===== src/design/fbpa_pkg.sv =====
// Package for the fixed block pool allocator.
// Holds request codes, field widths and the item structs; no dependencies.

package fbpa_pkg;

    localparam int REQ_TYPE_W  = 2;
    localparam int REL_IDX_W   = 3;
    localparam int GRANT_IDX_W = 3;
    localparam int TOTAL_W     = 32;
    localparam int USAGE_W     = 4;

    localparam logic [REQ_TYPE_W-1:0] REQ_ACQUIRE = 2'd0;
    localparam logic [REQ_TYPE_W-1:0] REQ_RELEASE = 2'd1;
    localparam logic [REQ_TYPE_W-1:0] REQ_RESET   = 2'd2;

    typedef struct packed {
        logic [REQ_TYPE_W-1:0] req_type;
        logic [REL_IDX_W-1:0]  release_index;
    } req_t;

    typedef struct packed {
        logic                   granted;
        logic [GRANT_IDX_W-1:0] grant_index;
        logic [TOTAL_W-1:0]     acquired_total;
        logic [TOTAL_W-1:0]     released_total;
        logic [TOTAL_W-1:0]     exhausted_total;
        logic [USAGE_W-1:0]     in_use;
        logic [USAGE_W-1:0]     peak_in_use;
        logic [USAGE_W-1:0]     free_count;
    } rsp_t;

endpackage


===== src/design/fbpa_req_if.sv =====
// Request channel of the fixed block pool allocator.
// Depends on fbpa_pkg for the field widths.

interface fbpa_req_if
    import fbpa_pkg::*;
();
    logic                  valid;
    logic                  ready;
    logic [REQ_TYPE_W-1:0] req_type;
    logic [REL_IDX_W-1:0]  release_index;

    modport source (output valid, req_type, release_index, input ready);
    modport sink   (input valid, req_type, release_index, output ready);
endinterface


===== src/design/fbpa_rsp_if.sv =====
// Result channel of the fixed block pool allocator.
// Depends on fbpa_pkg for the field widths.

interface fbpa_rsp_if
    import fbpa_pkg::*;
();
    logic                   valid;
    logic                   ready;
    logic                   granted;
    logic [GRANT_IDX_W-1:0] grant_index;
    logic [TOTAL_W-1:0]     acquired_total;
    logic [TOTAL_W-1:0]     released_total;
    logic [TOTAL_W-1:0]     exhausted_total;
    logic [USAGE_W-1:0]     in_use;
    logic [USAGE_W-1:0]     peak_in_use;
    logic [USAGE_W-1:0]     free_count;

    modport source (output valid, granted, grant_index, acquired_total, released_total,
                    exhausted_total, in_use, peak_in_use, free_count, input ready);
    modport sink   (input valid, granted, grant_index, acquired_total, released_total,
                    exhausted_total, in_use, peak_in_use, free_count, output ready);
endinterface


===== src/design/fbpa_find_free.sv =====
// Lowest-set-bit finder over the free bitmap.
// Standalone; used by fbpa_pool_state.

module fbpa_find_free #(
    parameter int POOL_COUNT = 8
) (
    input  logic [POOL_COUNT-1:0]                            free_map,
    output logic                                             found,
    output logic [POOL_COUNT-1:0]                            onehot,
    output logic [((POOL_COUNT > 1) ? $clog2(POOL_COUNT) : 1)-1:0] index
);
    localparam int IDX_W = (POOL_COUNT > 1) ? $clog2(POOL_COUNT) : 1;

    // Two's complement isolates the lowest set bit; the encoder then ORs
    // independent positions together.
    assign onehot = free_map & (~free_map + POOL_COUNT'(1));
    assign found  = |free_map;

    always_comb
    begin
        index = '0;
        for (int i = 0; i < POOL_COUNT; i++)
        begin
            if (onehot[i])
            begin
                index = index | IDX_W'(i);
            end
        end
    end
endmodule


===== src/design/fbpa_pool_state.sv =====
// Pool state of the allocator: free bitmap, statistics counters and the
// per-request update. Depends on fbpa_pkg and fbpa_find_free.

module fbpa_pool_state
    import fbpa_pkg::*;
#(
    parameter int POOL_COUNT = 8
) (
    input  logic clk,
    input  logic rst_n,
    input  logic fire,
    input  req_t item,
    output rsp_t result
);
    localparam int IDX_W = (POOL_COUNT > 1) ? $clog2(POOL_COUNT) : 1;
    localparam int CNT_W = $clog2(POOL_COUNT + 1);

    logic [POOL_COUNT-1:0] free_map_reg, free_map_next;
    logic [TOTAL_W-1:0]    acq_reg, acq_next;
    logic [TOTAL_W-1:0]    rel_reg, rel_next;
    logic [TOTAL_W-1:0]    exh_reg, exh_next;
    logic [CNT_W-1:0]      used_reg, used_next;
    logic [CNT_W-1:0]      peak_reg, peak_next;
    logic [CNT_W-1:0]      free_cnt_reg, free_cnt_next;

    logic                  found;
    logic [POOL_COUNT-1:0] first_free;
    logic [IDX_W-1:0]      first_idx;
    logic [POOL_COUNT-1:0] rel_bit;
    logic                  granted;
    logic [IDX_W-1:0]      grant_idx;

    fbpa_find_free #(
        .POOL_COUNT (POOL_COUNT)
    ) u_find_free (
        .free_map (free_map_reg),
        .found    (found),
        .onehot   (first_free),
        .index    (first_idx)
    );

    // An index beyond the pool shifts out and leaves an empty mask.
    assign rel_bit = POOL_COUNT'(1) << item.release_index;

    always_comb
    begin
        free_map_next = free_map_reg;
        acq_next      = acq_reg;
        rel_next      = rel_reg;
        exh_next      = exh_reg;
        used_next     = used_reg;
        peak_next     = peak_reg;
        free_cnt_next = free_cnt_reg;
        granted       = 1'b0;
        grant_idx     = '0;
        case (item.req_type)
            REQ_ACQUIRE:
            begin
                if (found)
                begin
                    free_map_next = free_map_reg & ~first_free;
                    granted       = 1'b1;
                    grant_idx     = first_idx;
                    acq_next      = acq_reg + TOTAL_W'(1);
                    used_next     = used_reg + CNT_W'(1);
                    free_cnt_next = free_cnt_reg - CNT_W'(1);
                    if (used_next > peak_reg)
                    begin
                        peak_next = used_next;
                    end
                end
                else
                begin
                    exh_next = exh_reg + TOTAL_W'(1);
                end
            end
            REQ_RELEASE:
            begin
                if ((rel_bit != '0) && ((free_map_reg & rel_bit) == '0))
                begin
                    free_map_next = free_map_reg | rel_bit;
                    rel_next      = rel_reg + TOTAL_W'(1);
                    free_cnt_next = free_cnt_reg + CNT_W'(1);
                    if (used_reg != '0)
                    begin
                        used_next = used_reg - CNT_W'(1);
                    end
                end
            end
            REQ_RESET:
            begin
                free_map_next = '1;
                acq_next      = '0;
                rel_next      = '0;
                exh_next      = '0;
                used_next     = '0;
                peak_next     = '0;
                free_cnt_next = CNT_W'(POOL_COUNT);
            end
            default:
            begin
            end
        endcase
    end

    always_comb
    begin
        result.granted         = granted;
        result.grant_index     = GRANT_IDX_W'(grant_idx);
        result.acquired_total  = acq_next;
        result.released_total  = rel_next;
        result.exhausted_total = exh_next;
        result.in_use          = USAGE_W'(used_next);
        result.peak_in_use     = USAGE_W'(peak_next);
        result.free_count      = USAGE_W'(free_cnt_next);
    end

    always_ff @(posedge clk or negedge rst_n)
    begin
        if (!rst_n)
        begin
            free_map_reg <= '1;
            acq_reg      <= '0;
            rel_reg      <= '0;
            exh_reg      <= '0;
            used_reg     <= '0;
            peak_reg     <= '0;
            free_cnt_reg <= CNT_W'(POOL_COUNT);
        end
        else if (fire)
        begin
            free_map_reg <= free_map_next;
            acq_reg      <= acq_next;
            rel_reg      <= rel_next;
            exh_reg      <= exh_next;
            used_reg     <= used_next;
            peak_reg     <= peak_next;
            free_cnt_reg <= free_cnt_next;
        end
    end

    // Held and free buffers always account for the whole pool.
    assert property (@(posedge clk) disable iff (!rst_n)
        ({1'b0, used_reg} + {1'b0, free_cnt_reg}) == (CNT_W + 1)'(POOL_COUNT))
        else $error("held and free counts do not cover the pool");

    assert property (@(posedge clk) disable iff (!rst_n)
        peak_reg >= used_reg)
        else $error("peak usage fell below current usage");

    assert property (@(posedge clk) disable iff (!rst_n)
        granted |-> (item.req_type == REQ_ACQUIRE) && (free_map_reg[grant_idx]))
        else $error("grant of a buffer that was not free");

    assert property (@(posedge clk) disable iff (!rst_n)
        (fire && (item.req_type == REQ_RESET)) |=> (free_map_reg == '1) && (acq_reg == '0))
        else $error("pool reset did not free every buffer");
endmodule


===== src/design/fixed_block_pool_allocator_core.sv =====
// Fixed block pool allocator: each request passes through the input register, then the
// result register, on its way to the result transfer.
// One request is taken every cycle; the result register and the input register
// advance together, so a waiting result stalls intake only when both are full.
// Reset (rst_n low) frees every buffer and clears all statistics at once.
// Depends on fbpa_pkg, fbpa_req_if, fbpa_rsp_if and fbpa_pool_state.

module fixed_block_pool_allocator_core
    import fbpa_pkg::*;
#(
    parameter int POOL_COUNT = 8
) (
    input  logic              clk,
    input  logic              rst_n,
    fbpa_req_if.sink          req,
    fbpa_rsp_if.source        rsp
);
    req_t in_reg;
    logic in_valid_reg;
    rsp_t out_reg;
    logic out_valid_reg;
    rsp_t result;
    logic advance;

    assign advance   = in_valid_reg && (!out_valid_reg || rsp.ready);
    assign req.ready = !in_valid_reg || advance;

    fbpa_pool_state #(
        .POOL_COUNT (POOL_COUNT)
    ) u_pool_state (
        .clk    (clk),
        .rst_n  (rst_n),
        .fire   (advance),
        .item   (in_reg),
        .result (result)
    );

    always_ff @(posedge clk or negedge rst_n)
    begin
        if (!rst_n)
        begin
            in_valid_reg  <= 1'b0;
            out_valid_reg <= 1'b0;
        end
        else
        begin
            if (req.ready)
            begin
                in_valid_reg <= req.valid;
            end
            if (!out_valid_reg || rsp.ready)
            begin
                out_valid_reg <= in_valid_reg;
            end
        end
    end

    always_ff @(posedge clk)
    begin
        if (req.valid && req.ready)
        begin
            in_reg.req_type      <= req.req_type;
            in_reg.release_index <= req.release_index;
        end
        if (advance)
        begin
            out_reg <= result;
        end
    end

    assign rsp.valid           = out_valid_reg;
    assign rsp.granted         = out_reg.granted;
    assign rsp.grant_index     = out_reg.grant_index;
    assign rsp.acquired_total  = out_reg.acquired_total;
    assign rsp.released_total  = out_reg.released_total;
    assign rsp.exhausted_total = out_reg.exhausted_total;
    assign rsp.in_use          = out_reg.in_use;
    assign rsp.peak_in_use     = out_reg.peak_in_use;
    assign rsp.free_count      = out_reg.free_count;
endmodule


===== src/flat_wrapper.sv =====
// flat-port wrapper written by rule: the top's interface ports become plain ports
module fixed_block_pool_allocator_core_flat import fbpa_pkg::*;
#(
    parameter int POOL_COUNT = 8
)
  (clk, rst_n, req_valid, req_req_type, req_release_index, req_ready, rsp_valid, rsp_granted, rsp_grant_index, rsp_acquired_total, rsp_released_total, rsp_exhausted_total, rsp_in_use, rsp_peak_in_use, rsp_free_count, rsp_ready);
  fbpa_req_if req_i ();
  fbpa_rsp_if rsp_i ();
  input  logic clk;
  input  logic rst_n;
  input wire logic [$bits(req_i.valid)-1:0] req_valid;
  input wire logic [$bits(req_i.req_type)-1:0] req_req_type;
  input wire logic [$bits(req_i.release_index)-1:0] req_release_index;
  output wire logic [$bits(req_i.ready)-1:0] req_ready;
  output wire logic [$bits(rsp_i.valid)-1:0] rsp_valid;
  output wire logic [$bits(rsp_i.granted)-1:0] rsp_granted;
  output wire logic [$bits(rsp_i.grant_index)-1:0] rsp_grant_index;
  output wire logic [$bits(rsp_i.acquired_total)-1:0] rsp_acquired_total;
  output wire logic [$bits(rsp_i.released_total)-1:0] rsp_released_total;
  output wire logic [$bits(rsp_i.exhausted_total)-1:0] rsp_exhausted_total;
  output wire logic [$bits(rsp_i.in_use)-1:0] rsp_in_use;
  output wire logic [$bits(rsp_i.peak_in_use)-1:0] rsp_peak_in_use;
  output wire logic [$bits(rsp_i.free_count)-1:0] rsp_free_count;
  input wire logic [$bits(rsp_i.ready)-1:0] rsp_ready;
  assign req_i.valid = req_valid;
  assign req_i.req_type = req_req_type;
  assign req_i.release_index = req_release_index;
  assign req_ready = req_i.ready;
  assign rsp_valid = rsp_i.valid;
  assign rsp_granted = rsp_i.granted;
  assign rsp_grant_index = rsp_i.grant_index;
  assign rsp_acquired_total = rsp_i.acquired_total;
  assign rsp_released_total = rsp_i.released_total;
  assign rsp_exhausted_total = rsp_i.exhausted_total;
  assign rsp_in_use = rsp_i.in_use;
  assign rsp_peak_in_use = rsp_i.peak_in_use;
  assign rsp_free_count = rsp_i.free_count;
  assign rsp_i.ready = rsp_ready;
  fixed_block_pool_allocator_core #(.POOL_COUNT(POOL_COUNT)) u_core (.clk(clk), .rst_n(rst_n), .req(req_i), .rsp(rsp_i));
endmodule

===== config.mk =====
export PLATFORM = sky130hd
export DESIGN_NAME = fixed_block_pool_allocator_core_flat
export DESIGN_NICKNAME = d
export VERILOG_FILES = /design/src/design/fbpa_pkg.sv /design/src/design/fbpa_req_if.sv /design/src/design/fbpa_rsp_if.sv /design/src/design/fbpa_find_free.sv /design/src/design/fbpa_pool_state.sv /design/src/design/fixed_block_pool_allocator_core.sv /design/src/flat_wrapper.sv
export SDC_FILE = /design/constraint.sdc
export NUM_CORES = 1
export LEC_CHECK = 0
export BUFFER_PORTS_ARGS = -buffer_cell sky130_fd_sc_hd__buf_4
export CORE_MARGIN = 1.5
export CORE_UTILIZATION = 50
export CTS_BUF_LIST = sky130_fd_sc_hd__clkbuf_8
export CTS_CLUSTER_DIAMETER = 30
export CTS_CLUSTER_SIZE = 8
export DETAILED_ROUTE_END_ITERATION = 6
export GPL_ROUTABILITY_DRIVEN = 0
export HOLD_SLACK_MARGIN = 0.08
export PLACE_DENSITY = 0.79
export SYNTH_ARGS = -nofsm -noshare
export SYNTH_HDL_FRONTEND = slang
export SYNTH_SLANG_ARGS = --single-unit

===== constraint.sdc =====
create_clock -name clk -period 11.47 [get_ports clk]
set_input_delay 2.294 -clock clk [delete_from_list [all_inputs] [get_ports clk]]
set_output_delay 2.294 -clock clk [all_outputs]
set_load 0.005 [all_outputs]

==> impl_metrics.csv <==
group,metric,value,unit
pwr,share_comb_of_total_power,20.0,%
yosys,async_flop_share,50.2,%
yosys,ys_warn_count,0,
pwr,seqPwrFrac,43.5,%
clocking,cts_resized,0,
worst_setup_path,crit_top_cell,"buf_4",
routing,antenna_left,0,
layout,final_nets,1339,
clocking,cts_hold_buf,0,
timing,hold_viol,0,
worst_setup_path,path_cells,"buf_4 > nand3b_1 > buf_4",
timing,tightest_slew,1170,ps
routing,drt_first_pass_iters,5,
timing,slew_headroom,21.5,%
worst_setup_path,required,9180,ps
worst_setup_path,critPathMaxStageDelay,190,ps
yosys,synth_area_leaders,"edfxtp_1, dfrtp_1, o21ai_0",
die,start_util,51.3,%
clocking,cts-htree-levels,2,
pwr,ir_drop,0.0940,mV
clocking,clock-root-buffer,"clkbuf_8",
yosys,synthesis.area,12100,um^2
status,outcome,"finished clean",
place,dp_hpwl,17700,um
pwr,p_total,2580,uW
die,core-area,23500,um^2
global_routing,grt_usage,22.4,%
pwr,p_leak,0.00576,uW
pwr,swShare,30.6,%
routing,routed_wl,27800,um
die,ioPinCount,123,
die,fp.dieArea,25100,um^2
routing,viasPerCell,5.91,
timing,finalCriticalPeriod,5050,ps
die,die_x,158,um
worst_setup_path,r2r-start,"u_core.u_pool_state.free_map_reg[4]",
clocking,clk_pin_slew,50,ps
global_routing,grt-ovfl-total,0,
yosys,ys_seq_area_share,53.7,%
worst_setup_path,worst_setup_path_end_kind,"primary output",
yosys,synthDistinctLibCells,71,
timing,rsz0062_at_grt,"false",
pwr,internal-power,1790,uW
global_routing,antenna_found_initial,0,
pwr,p_switching,789,uW
min_path,hold_path_class,"reg2reg",
pwr,p_per_area,181,nW/um^2
place,dp.cells,1583,
min_path,whs_path_depth,2,
yosys,synth_top_area_share,29.1,%
yosys,synth_cells,1216,
timing,clock.fmax,0.198,GHz
global_routing,grt_pass1_vias,9140,
routing,via_count,9905,
yosys,synth-edff-count,117,
pwr,p_clk_share,36.5,%
clocking,clk-insertion-delay-late,560,ps
worst_setup_path,rrSetupSlack,7930,ps
layout,areaGrowthSynthToFinish,17.7,%
layout,diodes,0,
routing,routedWlPerCell,16.6,um
min_path,min_from,"u_core.u_pool_state.peak_reg[0]",
global_routing,grt_pass1_wl,45400,um
clocking,cts_made_buffers,49,
worst_setup_path,crit_fanout,3,
place,pre_cts_slack,6430,ps
timing,skew,25.5,ps
worst_setup_path,start_kind,"input port",
timing,setup_viol,0,
clocking,clockBufferDepth,3,
worst_setup_path,critPathSlowestCell,"nand3b_1",
run,cap_violations,0,
global_routing,grt_max_degree,110,
worst_setup_path,worstSetupStartpoint,"rsp_ready",
worst_setup_path,path_class,"in2out",
yosys,synth.avg_cell_area,9.92,um^2
clocking,tritoncts,"built",
die,die_h,158,um
layout,fin_cells,1675,
routing,route.detailed.drc,0,
layout,layout-drive-gt1-share,18.4,%
clocking,postCtsSetupBuffers,0,
yosys,synth_ff_type,"edfxtp_1",
timing,finalCritPeriodShare,44.0,%
die,rows,56,
routing,drt-initial-drc-count,882,
yosys,synth_nets,1240,
place,io_buffer_count,122,
worst_setup_path,r2r_cells,6,
worst_setup_path,cp.arrival,2750,ps
timing,slew_viol_final,0,
yosys,ys_ff_latch,235,
clocking,clock-sinks,235,
timing,setup_tns,0,ps
timing,final.setup.worst_slack,6420,ps
yosys,yosys.area.top_type,"edfxtp_1",
Yosys cell counts (7+ instances only):
| cell type | n |
|---|---|
| and2_1 | 15 |
| mux2_2 | 11 |
| or3_1 | 20 |
| xnor2_1 | 17 |
| xor2_1 | 16 |
| inv_1 | 24 |
| dfrtp_1 | 109 |
| ha_1 | 15 |
| nand3_1 | 103 |
| buf_2 | 10 |
| o21ai_0 | 129 |
| o31ai_1 | 45 |
| clkbuf_1 | 65 |
| a31oi_1 | 36 |
| nor2_1 | 70 |
| o211ai_1 | 8 |
| a41oi_1 | 7 |
| and3_1 | 25 |
| nand4_1 | 21 |
| dfstp_2 | 9 |
| and4_1 | 14 |
| edfxtp_1 | 117 |
| a21oi_1 | 38 |
| nor3_1 | 18 |
| or4_1 | 9 |
| nand2_1 | 156 |
| nand2b_1 | 10 |
| mux2i_1 | 12 |
power by group through the flow:
stage	sequential, uW	clock [uW]	combinational (uW)
floorplan	1100	0	361
finish	1120	940	515
detailed placement	1130	0	513
global route	1140	994	576
global placement	1130	0	494
CTS	1120	955	516
routing by layer:
metal	vias up	GRT usage, %	wire, um
met2	348	35.2	13200
met3	55	4.33	1720
met4	0	7.03	556
li1	4729	-	-
met1	4773	31.5	12400
met5	-	0	0
cell type report:
type / instances / area, um^2
well taps: 319 / 399
inverters: 26 / 103
fillers: 1956 / 9340
clock buffers: 55 / 757
repair buffers: 131 / 983
clock inverters: 37 / 314
multi-input cells: 872 / 5170
flip-flops and latches: 235 / 6480
critical path: cells and delay by family:
kind,cells,cell delay (ps)
buffers and inverters,2,270
and+or+nand+nor,1,190
cell families after synthesis:
logic type,after synthesis,synth area share (%)
buffers and inverters,109,3.66
DFF,235,53.7
adders and majority gates,15,1.56
xor gates and xnor gates,33,2.40
muxes,25,2.24
AOI/OAI and AO/OA,315,16.5
and+or+nand+nor,484,20.0
cells in the final DEF (no fill, tap or decap), types with 4 or more instances in the layout:
| master | count |
|---|---|
| nor2_1 | 70 |
| a32o_1 | 4 |
| buf_4 | 131 |
| and3_1 | 25 |
| nand3_1 | 103 |
| nor3_1 | 18 |
| o21ai_0 | 129 |
| clkbuf_8 | 55 |
| xnor2_1 | 17 |
| nand2b_1 | 9 |
| bufinv_16 | 5 |
| nor2b_1 | 4 |
| o211ai_1 | 8 |
| nand4_1 | 21 |
| and4_1 | 14 |
| nand2_1 | 155 |
| mux2_2 | 11 |
| a41oi_1 | 7 |
| edfxtp_1 | 117 |
| mux2i_1 | 12 |
| dfrtp_1 | 109 |
| a22o_1 | 5 |
| or4_1 | 9 |
| clkinv_2 | 10 |
| clkinvlp_4 | 7 |
| inv_1 | 35 |
| dfstp_2 | 9 |
| o31ai_1 | 45 |
| a21o_1 | 6 |
| or3_1 | 20 |
| ha_1 | 15 |
| nor4_1 | 5 |
| o21bai_1 | 5 |
| a21oi_1 | 38 |
| a31oi_1 | 36 |
| xor2_1 | 16 |
| and2_1 | 15 |
metrics by stage:
step                util (%)  hold slack, ps  area [um^2]
floorplan                  -             457        12100
global placement        55.8             490        13100
detailed placement      55.8             495        13100
CTS                     60.3             509        14200
global route            60.3             537        14200
finish                  60.3             513        14200
path summary, 6_finish.rpt:
kind	to
min in group asynchronous	u_core.u_pool_state.exh_reg[19]
min reg2reg	u_core.u_pool_state.peak_reg[0]
max in group asynchronous	u_core.u_pool_state.acq_reg[2]
min	u_core.u_pool_state.peak_reg[0]
max reg2reg	u_core.rsp.exhausted_total[28]
max	req_ready
Power figures use the tool's default switching activity.
